==> config.mk <==
export PLATFORM = sky130hd
export DESIGN_NAME = ipv4_prefix_route_lookup_top
export DESIGN_NICKNAME = d
export VERILOG_FILES = /design/src/iplpm_pkg.sv /design/src/iplpm_ram.sv /design/src/iplpm_match.sv /design/src/ipv4_prefix_route_lookup_top.sv
export SDC_FILE = /design/constraint.sdc
export NUM_CORES = 2
export LEC_CHECK = 0
export ABC_AREA = 1
export BUFFER_PORTS_ARGS = -buffer_cell sky130_fd_sc_hd__buf_4
export CAP_MARGIN = 20
export CORE_MARGIN = 4
export CORE_UTILIZATION = 40
export CTS_BUF_LIST = sky130_fd_sc_hd__clkbuf_4 sky130_fd_sc_hd__clkbuf_8 sky130_fd_sc_hd__clkbuf_16
export CTS_CLUSTER_DIAMETER = 100
export DETAILED_ROUTE_END_ITERATION = 16
export PLACE_DENSITY = 0.52
export REMOVE_ABC_BUFFERS = 1
export SYNTH_ARGS = -nofsm -noshare
export SYNTH_HDL_FRONTEND = slang
export SYNTH_SLANG_ARGS = --single-unit
==> constraint.sdc <==
create_clock -name clk -period 6.7 [get_ports clk]
set_input_delay 1.005 -clock clk [delete_from_list [all_inputs] [get_ports clk]]
set_output_delay 1.005 -clock clk [all_outputs]
set_load 0.02 [all_outputs]
==> src/iplpm_pkg.sv <==
package iplpm_pkg;

  localparam int DEF_TABLE_DEPTH = 32;
  localparam int DEF_PORT_BITS   = 8;

  localparam int ADDR_BITS  = 32;
  localparam int LEN_BITS   = 6;
  localparam int INDEX_BITS = 5;
  localparam int OPORT_BITS = 8;

  localparam logic [ADDR_BITS-1:0] FULL_MASK  = 32'hFFFF_FFFF;
  localparam logic [LEN_BITS-1:0]  MAX_PREFIX = 6'd32;

  localparam logic CMD_WRITE  = 1'b0;
  localparam logic CMD_LOOKUP = 1'b1;

  typedef enum logic [1:0] {
    ST_IDLE,
    ST_SCAN,
    ST_DONE
  } state_t;

  // Running best match of a lookup scan.
  typedef struct packed {
    logic                hit;
    logic [LEN_BITS-1:0] len;
  } best_t;

  // One table entry as the compare unit sees it.
  typedef struct packed {
    logic [ADDR_BITS-1:0] network;
    logic [LEN_BITS-1:0]  len;
  } entry_t;

endpackage

==> src/iplpm_ram.sv <==
module iplpm_ram #(
  parameter int WIDTH = 8,
  parameter int DEPTH = 32,
  parameter int AW    = 5
) (
  input  logic             clk,
  input  logic             we,
  input  logic [AW-1:0]    waddr,
  input  logic [WIDTH-1:0] wdata,
  input  logic [AW-1:0]    raddr,
  output logic [WIDTH-1:0] rdata
);

  logic [WIDTH-1:0] mem [DEPTH];

  always_ff @(posedge clk) begin
    if (we) begin
      mem[waddr] <= wdata;
    end
    rdata <= mem[raddr];
  end

endmodule

==> src/iplpm_match.sv <==
module iplpm_match (
  input  logic [iplpm_pkg::ADDR_BITS-1:0] dest,
  input  iplpm_pkg::entry_t               entry,
  input  iplpm_pkg::best_t                best,
  output logic                            take
);

  logic [iplpm_pkg::ADDR_BITS-1:0] mask;
  logic [iplpm_pkg::LEN_BITS-1:0]  shift;
  logic                            match;

  always_comb begin
    // Lengths are stored clamped to 32, so the shift stays in range.
    shift = iplpm_pkg::MAX_PREFIX - entry.len;
    if (entry.len == '0) begin
      mask = '0;
    end else begin
      mask = iplpm_pkg::FULL_MASK << shift;
    end
    match = (entry.len == '0) || ((dest & mask) == entry.network);
    // Strictly longer wins, so the lowest index keeps a tie.
    take = match && (!best.hit || (entry.len > best.len));
  end

endmodule

==> src/ipv4_prefix_route_lookup_top.sv <==
// Write request: accepted while idle with no response; writes can follow back to back.
// Lookup request: with N = active_routes clamped to TABLE_DEPTH, the table RAM is read one
// entry per cycle and the single compare unit checks each entry in the cycle after its read;
// the result goes to the response register once all N entries are compared. The next request
// is accepted in the cycle after the response is loaded, and loading waits while an
// unaccepted response holds the result register.
// Reset (rst, synchronous): clears active_routes, the sequencer and the response
// valid; table contents are undefined until written.
module ipv4_prefix_route_lookup_top #(
  parameter int TABLE_DEPTH = iplpm_pkg::DEF_TABLE_DEPTH,
  parameter int PORT_BITS   = iplpm_pkg::DEF_PORT_BITS
) (
  input  logic        clk,
  input  logic        rst,
  // Configuration channel: active_routes.
  input  logic        cfg_valid,
  output logic        cfg_ready,
  input  logic [5:0]  cfg_data,
  // Request channel.
  input  logic        s_tvalid,
  output logic        s_tready,
  // s_tdata from bit 0: entry_index[4:0], entry_network[36:5],
  // entry_prefix_len[42:37], entry_port[50:43], dest_address[82:51], zero fill.
  input  logic [87:0] s_tdata,
  // s_tuser: command[0].
  input  logic [0:0]  s_tuser,
  // Response channel.
  output logic        m_tvalid,
  input  logic        m_tready,
  // m_tdata from bit 0: out_port[7:0], match_len[13:8], zero fill.
  output logic [15:0] m_tdata,
  // m_tuser: found[0].
  output logic [0:0]  m_tuser
);

  localparam int AW     = (TABLE_DEPTH > 1) ? $clog2(TABLE_DEPTH) : 1;
  localparam int CNT_W  = $clog2(TABLE_DEPTH + 1);
  localparam int WORD_W = iplpm_pkg::ADDR_BITS + iplpm_pkg::LEN_BITS + PORT_BITS;

  // Request fields.
  logic                              command;
  logic [iplpm_pkg::INDEX_BITS-1:0]  entry_index;
  logic [iplpm_pkg::ADDR_BITS-1:0]   entry_network;
  logic [iplpm_pkg::LEN_BITS-1:0]    entry_prefix_len;
  logic [iplpm_pkg::OPORT_BITS-1:0]  entry_port;
  logic [iplpm_pkg::ADDR_BITS-1:0]   dest_address;

  assign command          = s_tuser[0];
  assign entry_index      = s_tdata[4:0];
  assign entry_network    = s_tdata[36:5];
  assign entry_prefix_len = s_tdata[42:37];
  assign entry_port       = s_tdata[50:43];
  assign dest_address     = s_tdata[82:51];

  // Configuration register: user must write only while block is idle; not enforced.
  logic [iplpm_pkg::LEN_BITS-1:0] active_routes;

  assign cfg_ready = 1'b1;

  always_ff @(posedge clk) begin
    if (rst) begin
      active_routes <= '0;
    end else if (cfg_valid && cfg_ready) begin
      active_routes <= cfg_data;
    end
  end

  // Entry count of a lookup, clamped to the table depth.
  logic [15:0]      act_wide;
  logic [CNT_W-1:0] lookup_count;

  always_comb begin
    act_wide = 16'(active_routes);
    if (32'(active_routes) > 32'(TABLE_DEPTH)) begin
      lookup_count = CNT_W'(TABLE_DEPTH);
    end else begin
      lookup_count = act_wide[CNT_W-1:0];
    end
  end

  // Table write word: network, clamped length and port cut to PORT_BITS.
  logic [15:0]                    idx_wide;
  logic [15:0]                    port_wide;
  logic [iplpm_pkg::LEN_BITS-1:0] wr_len;
  logic [WORD_W-1:0]              wr_word;
  logic [AW-1:0]                  wr_addr;
  logic                           idx_ok;

  always_comb begin
    idx_wide  = 16'(entry_index);
    port_wide = 16'(entry_port);
    wr_addr   = idx_wide[AW-1:0];
    idx_ok    = 32'(entry_index) < 32'(TABLE_DEPTH);
    if (entry_prefix_len > iplpm_pkg::MAX_PREFIX) begin
      wr_len = iplpm_pkg::MAX_PREFIX;
    end else begin
      wr_len = entry_prefix_len;
    end
    wr_word = {entry_network, wr_len, port_wide[PORT_BITS-1:0]};
  end

  // Sequencer registers.
  iplpm_pkg::state_t state, state_next;
  logic [CNT_W-1:0]  issue_idx;
  logic [CNT_W-1:0]  count;
  logic              pend;
  logic [iplpm_pkg::ADDR_BITS-1:0] dest;
  iplpm_pkg::best_t  best;
  logic [PORT_BITS-1:0] best_port;

  logic ram_we;
  logic issuing;
  logic lookup_go;
  logic load_out;
  logic [WORD_W-1:0] rd_word;

  iplpm_ram #(
    .WIDTH (WORD_W),
    .DEPTH (TABLE_DEPTH),
    .AW    (AW)
  ) u_table (
    .clk   (clk),
    .we    (ram_we),
    .waddr (wr_addr),
    .wdata (wr_word),
    .raddr (issue_idx[AW-1:0]),
    .rdata (rd_word)
  );

  // The single compare unit checks the entry read in the previous cycle.
  iplpm_pkg::entry_t    rd_entry;
  logic [PORT_BITS-1:0] rd_port;
  logic                 take;

  assign rd_entry.network = rd_word[WORD_W-1 -: iplpm_pkg::ADDR_BITS];
  assign rd_entry.len     = rd_word[PORT_BITS +: iplpm_pkg::LEN_BITS];
  assign rd_port          = rd_word[PORT_BITS-1:0];

  iplpm_match u_match (
    .dest  (dest),
    .entry (rd_entry),
    .best  (best),
    .take  (take)
  );

  always_comb begin
    state_next = state;
    s_tready   = 1'b0;
    ram_we     = 1'b0;
    issuing    = 1'b0;
    lookup_go  = 1'b0;
    load_out   = 1'b0;
    unique case (state)
      iplpm_pkg::ST_IDLE: begin
        s_tready = 1'b1;
        if (s_tvalid) begin
          if (command == iplpm_pkg::CMD_LOOKUP) begin
            lookup_go = 1'b1;
            if (lookup_count == '0) begin
              state_next = iplpm_pkg::ST_DONE;
            end else begin
              state_next = iplpm_pkg::ST_SCAN;
            end
          end else begin
            ram_we = idx_ok;
          end
        end
      end
      iplpm_pkg::ST_SCAN: begin
        issuing = issue_idx < count;
        // The last compare happens in the cycle after the last read is issued.
        if (!issuing && pend) begin
          state_next = iplpm_pkg::ST_DONE;
        end
      end
      iplpm_pkg::ST_DONE: begin
        // Hold the finished result until the response register is free.
        if (!m_tvalid || m_tready) begin
          load_out   = 1'b1;
          state_next = iplpm_pkg::ST_IDLE;
        end
      end
      default: begin
        state_next = iplpm_pkg::ST_IDLE;
      end
    endcase
  end

  always_ff @(posedge clk) begin
    if (rst) begin
      state <= iplpm_pkg::ST_IDLE;
    end else begin
      state <= state_next;
    end
  end

  always_ff @(posedge clk) begin
    if (rst) begin
      pend <= 1'b0;
      best <= '0;
    end else begin
      pend <= issuing;
      if (lookup_go) begin
        best <= '0;
      end else if (pend && take) begin
        best.hit <= 1'b1;
        best.len <= rd_entry.len;
      end
    end
  end

  always_ff @(posedge clk) begin
    if (lookup_go) begin
      dest      <= dest_address;
      count     <= lookup_count;
      issue_idx <= '0;
      best_port <= '0;
    end else begin
      if (issuing) begin
        issue_idx <= issue_idx + 1'b1;
      end
      if (pend && take) begin
        best_port <= rd_port;
      end
    end
  end

  // Response register.
  logic [15:0] best_port_wide;

  assign best_port_wide = 16'(best_port);

  always_ff @(posedge clk) begin
    if (rst) begin
      m_tvalid <= 1'b0;
    end else if (load_out) begin
      m_tvalid <= 1'b1;
    end else if (m_tready) begin
      m_tvalid <= 1'b0;
    end
  end

  always_ff @(posedge clk) begin
    if (load_out) begin
      m_tuser[0] <= best.hit;
      if (best.hit) begin
        m_tdata <= {2'b00, best.len, best_port_wide[7:0]};
      end else begin
        m_tdata <= '0;
      end
    end
  end

  // A miss carries a zero port and length.
  a_miss_zero: assert property (@(posedge clk) disable iff (rst)
    (m_tvalid && !m_tuser[0]) |-> (m_tdata == '0))
    else $error("miss response carries nonzero data");

  // A reported length never exceeds the address width.
  a_len_range: assert property (@(posedge clk) disable iff (rst)
    m_tvalid |-> (m_tdata[13:8] <= iplpm_pkg::MAX_PREFIX))
    else $error("match length above 32");

  // The read pointer never runs past the clamped entry count.
  a_idx_bound: assert property (@(posedge clk) disable iff (rst)
    (state == iplpm_pkg::ST_SCAN) |-> (issue_idx <= count))
    else $error("scan index beyond entry count");

  // A compare is only pending while scanning.
  a_pend_scan: assert property (@(posedge clk) disable iff (rst)
    pend |-> (state == iplpm_pkg::ST_SCAN))
    else $error("compare pending outside scan");

  // A lookup over a nonempty table starts a scan with a cleared best match.
  a_scan_start: assert property (@(posedge clk) disable iff (rst)
    (lookup_go && (lookup_count != '0)) |=>
      ((state == iplpm_pkg::ST_SCAN) && !best.hit && (issue_idx == '0)))
    else $error("lookup did not start a clean scan");

endmodule
==> run_results.csv <==
group,metric,value,unit
outcome,status,"finished clean",
worst_setup_path,cp.arrival,4.72,ns
drt,drtPass1Iterations,6,
power_and_ir_drop,power,28.5,mW
timing,worst_slack,2.38,ns
timing,fmax,0.232,GHz
flow_run,max_cap_viol_count,0,
timing,relSlewSlack,29.7,%
drt,vias,39800,
synthesis,synth.most_common_cell,"edfxtp_1",
timing,finClkSkew,0.0315,ns
clock_network,post_cts_resized,0,
synthesis,yosysTopAreaCell,"edfxtp_1",
clock_network,clk_pin_slew_worst_paths,0.06,ns
placement,portBuffers,111,
clock_network,clk_latency,0.79,ns
worst_setup_path,endpoint_kind,"flip-flop",
synthesis,yosysSeqAreaShare,75.8,%
clock_network,cts_num_sinks,1602,
placement,dp_hpwl,97100,µm
drt,ant_nets,0,
worst_setup_path,cp_max_fo,18,
synthesis,netlist_top_cells_area,"edfxtp_1 (73%), o21ai_0 (6.5%), nor2_1 (5.2%)",
drt,drc,0,
clock_network,cts.htree.levels,4,
synthesis,ys_types,35,
synthesis,async_flop_share,0,%
drt,drt-total-wl,183000,µm
floorplanning,initial_utilization,40.4,%
floorplanning,boundaryPins,120,
worst_setup_path,crit_required,7.11,ns
clock_network,clock_path_buffers,3,
timing,worstMarginPinSlew,1.05,ns
global_route,grt_overflow,0,
floorplanning,core-area,155000,µm²
global_route,grt_max_degree,161,
layout,multi_input_area,13600,µm²
placement,gp_congestion,0.835,
clock_network,cts_tree,"done",
global_route,grt_use_total,22.0,%
timing,setup_viol,0,
layout,n_fill_cell,13800,
synthesis,synthTopCellsByCount,"edfxtp_1 (1,525), nor2_1 (865), o21ai_0 (806)",
timing,setup_tns,0,ns
clock_network,cts_inserted_buffers,173,
timing,drv_slew,0,
synthesis,synth_edf_count,1525,
synthesis,synth_ff_type,"edfxtp_1",
worst_setup_path,path_class,"flip-flop to flip-flop",
floorplanning,die_w,403,µm
power_and_ir_drop,power.density,398,nW/µm²
layout,syn2layout_area_growth,14.6,%
drt,via_per_inst,5.65,
power_and_ir_drop,ir_worst_vdd,329,µV
timing,rsz0062_at_grt,"false",
layout,post-route-cell-area,71600,µm²
synthesis,synth_area,62500,µm²
layout,seq_area,47300,µm²
global_route,grt_first_pass_wirelength,263000,µm
floorplanning,rows,144,
layout,nets,4976,
timing,finalHoldViolations,0,
floorplanning,dieArea,163000,µm²
clock_network,postCtsHoldBufs,0,
layout,drive_gt1_share,11.1,%
timing,post-route-min-period,4.32,ns
synthesis,syn_inst,4800,
drt,avgRoutedWirePerCell,25.9,µm
synthesis,ys_ff_latch,1602,
min_path,hold_path.class,"input port to flip-flop",
placement,pre_cts_slack,2.08,ns
global_route,first_global_vias,37000,
synthesis,synth_top_area_share,73.3,%
clock_network,clock-root-buffer,"clkbuf_16",
synthesis,yosys_warnings,0,
timing,fin_crit_sh,64.4,%
synthesis,syn_avg_cell_area,13.0,µm²
worst_setup_path,crit_path_start_kind,"flip-flop",
global_route,grt_antenna_before_repair,7,
clock_network,post_cts_buffers,0,
power_and_ir_drop,power.leakage,23.4,nW
drt,drtIter0Drc,4179,
floorplanning,fp.dieH,403,µm
worst_setup_path,r2r_setup_slack,2.38,ns
placement,dpl-instance-area,65800,µm²
==> worst paths after layout <==
path | from | end | depth (start not counted)
max reg2reg | state[1] | u_table.mem[2][21] | 6
max | state[1] | u_table.mem[2][21] | 6
min | s_tdata[61] | dest[10] | 1
min reg2reg | issue_idx[5] | issue_idx[5] | 2
==> cell type report <==
class                      count  share of cell area (%)
antenna                        4                  0.0140
clock buffer                 248                    6.98
clock inverter                70                    1.02
inverter                     155                   0.842
multi-input combinational   2721                    18.9
sequential                  1602                    66.1
tap                         2044                    3.57
timing repair buffer         207                    2.52
==> metal layers <==
metal | vias up | track usage (%) | share of wire, %
met2 | 1533 | 32.9 | 44
met1 | 20100 | 32.6 | 45
met4 | 4 | 6.28 | 2.4
li1 | 17900 | - | -
met5 | - | 0 | 0.019
met3 | 251 | 4.69 | 8.4
==> critical path, stage by stage, from the launching register on <==
cell	delay, ns
dfxtp_1	0.34
nor2_1	0.19
inv_1	0.13
nor3_1	0.75
nand3_1	0.97
nor2_4	0.97
buf_4	0.54
==> cells in the final DEF (no fill, tap or decap), types with 3 or more instances in the layout <==
master,count
clkbuf_8,8
nor2_4,34
dfxtp_4,3
inv_16,5
clkinv_4,3
nand2_2,3
nand2_1,342
o221ai_1,143
clkinv_1,28
o21ai_0,806
dfxtp_1,73
clkbuf_4,64
clkinv_16,3
bufinv_16,8
nor2_1,828
nor3_1,5
conb_1,3
inv_1,147
ha_1,16
buf_12,17
nor2_2,5
clkinv_2,17
buf_4,187
diode_2,4
nand4_1,55
o21bai_1,13
clkbuf_16,176
inv_6,3
a21oi_1,33
o211ai_1,41
o22ai_1,225
edfxtp_1,1525
nand3_1,154
clkinv_8,3
==> power by group <==
part           total (mW)  switching (mW)  internal [mW]  leakage (nW)
Sequential           11.6           0.355           11.3          14.4
Combinational        7.37            5.32           2.05          6.17
Clock                9.48            3.94           5.54          2.87
==> sequential cells by signal, indices dropped and copies added, names as in the netlist <==
name           cells
count              6
m_tvalid           1
m_tuser            1
state              2
m_tdata           14
best               7
pend               1
u_table.rdata     46
u_table.mem     1472
active_routes      6
dest              32
best_port          8
issue_idx          6
==> through the flow <==
step,hold slack [ns],std cells,utilization (%)
2_1_floorplan,0.445,4478,-
5_1_grt,0.343,7049,46.3
4_1_cts,0.322,7043,46.3
3_3_place_gp,0.465,6723,42.5
3_5_place_dp,0.462,6725,42.6
6_report,0.392,7051,46.3
==> cell families (layout without fill, tap and decap cells) <==
kind of cell             Yosys count  count (layout)  share of synthesized area, %
buffers and inverters            478             680                          2.95
AO/OA/AOI/OAI                   1269            1269                          11.7
other                              2               7                        0.0120
AND/OR/NAND/NOR                 1432            1432                          9.21
flip-flops                      1602            1602                          75.8
XOR/XNOR                           1               1                        0.0140
adder cells (fa/ha/maj)           16              16                         0.320
Power figures use the tool's default switching activity.
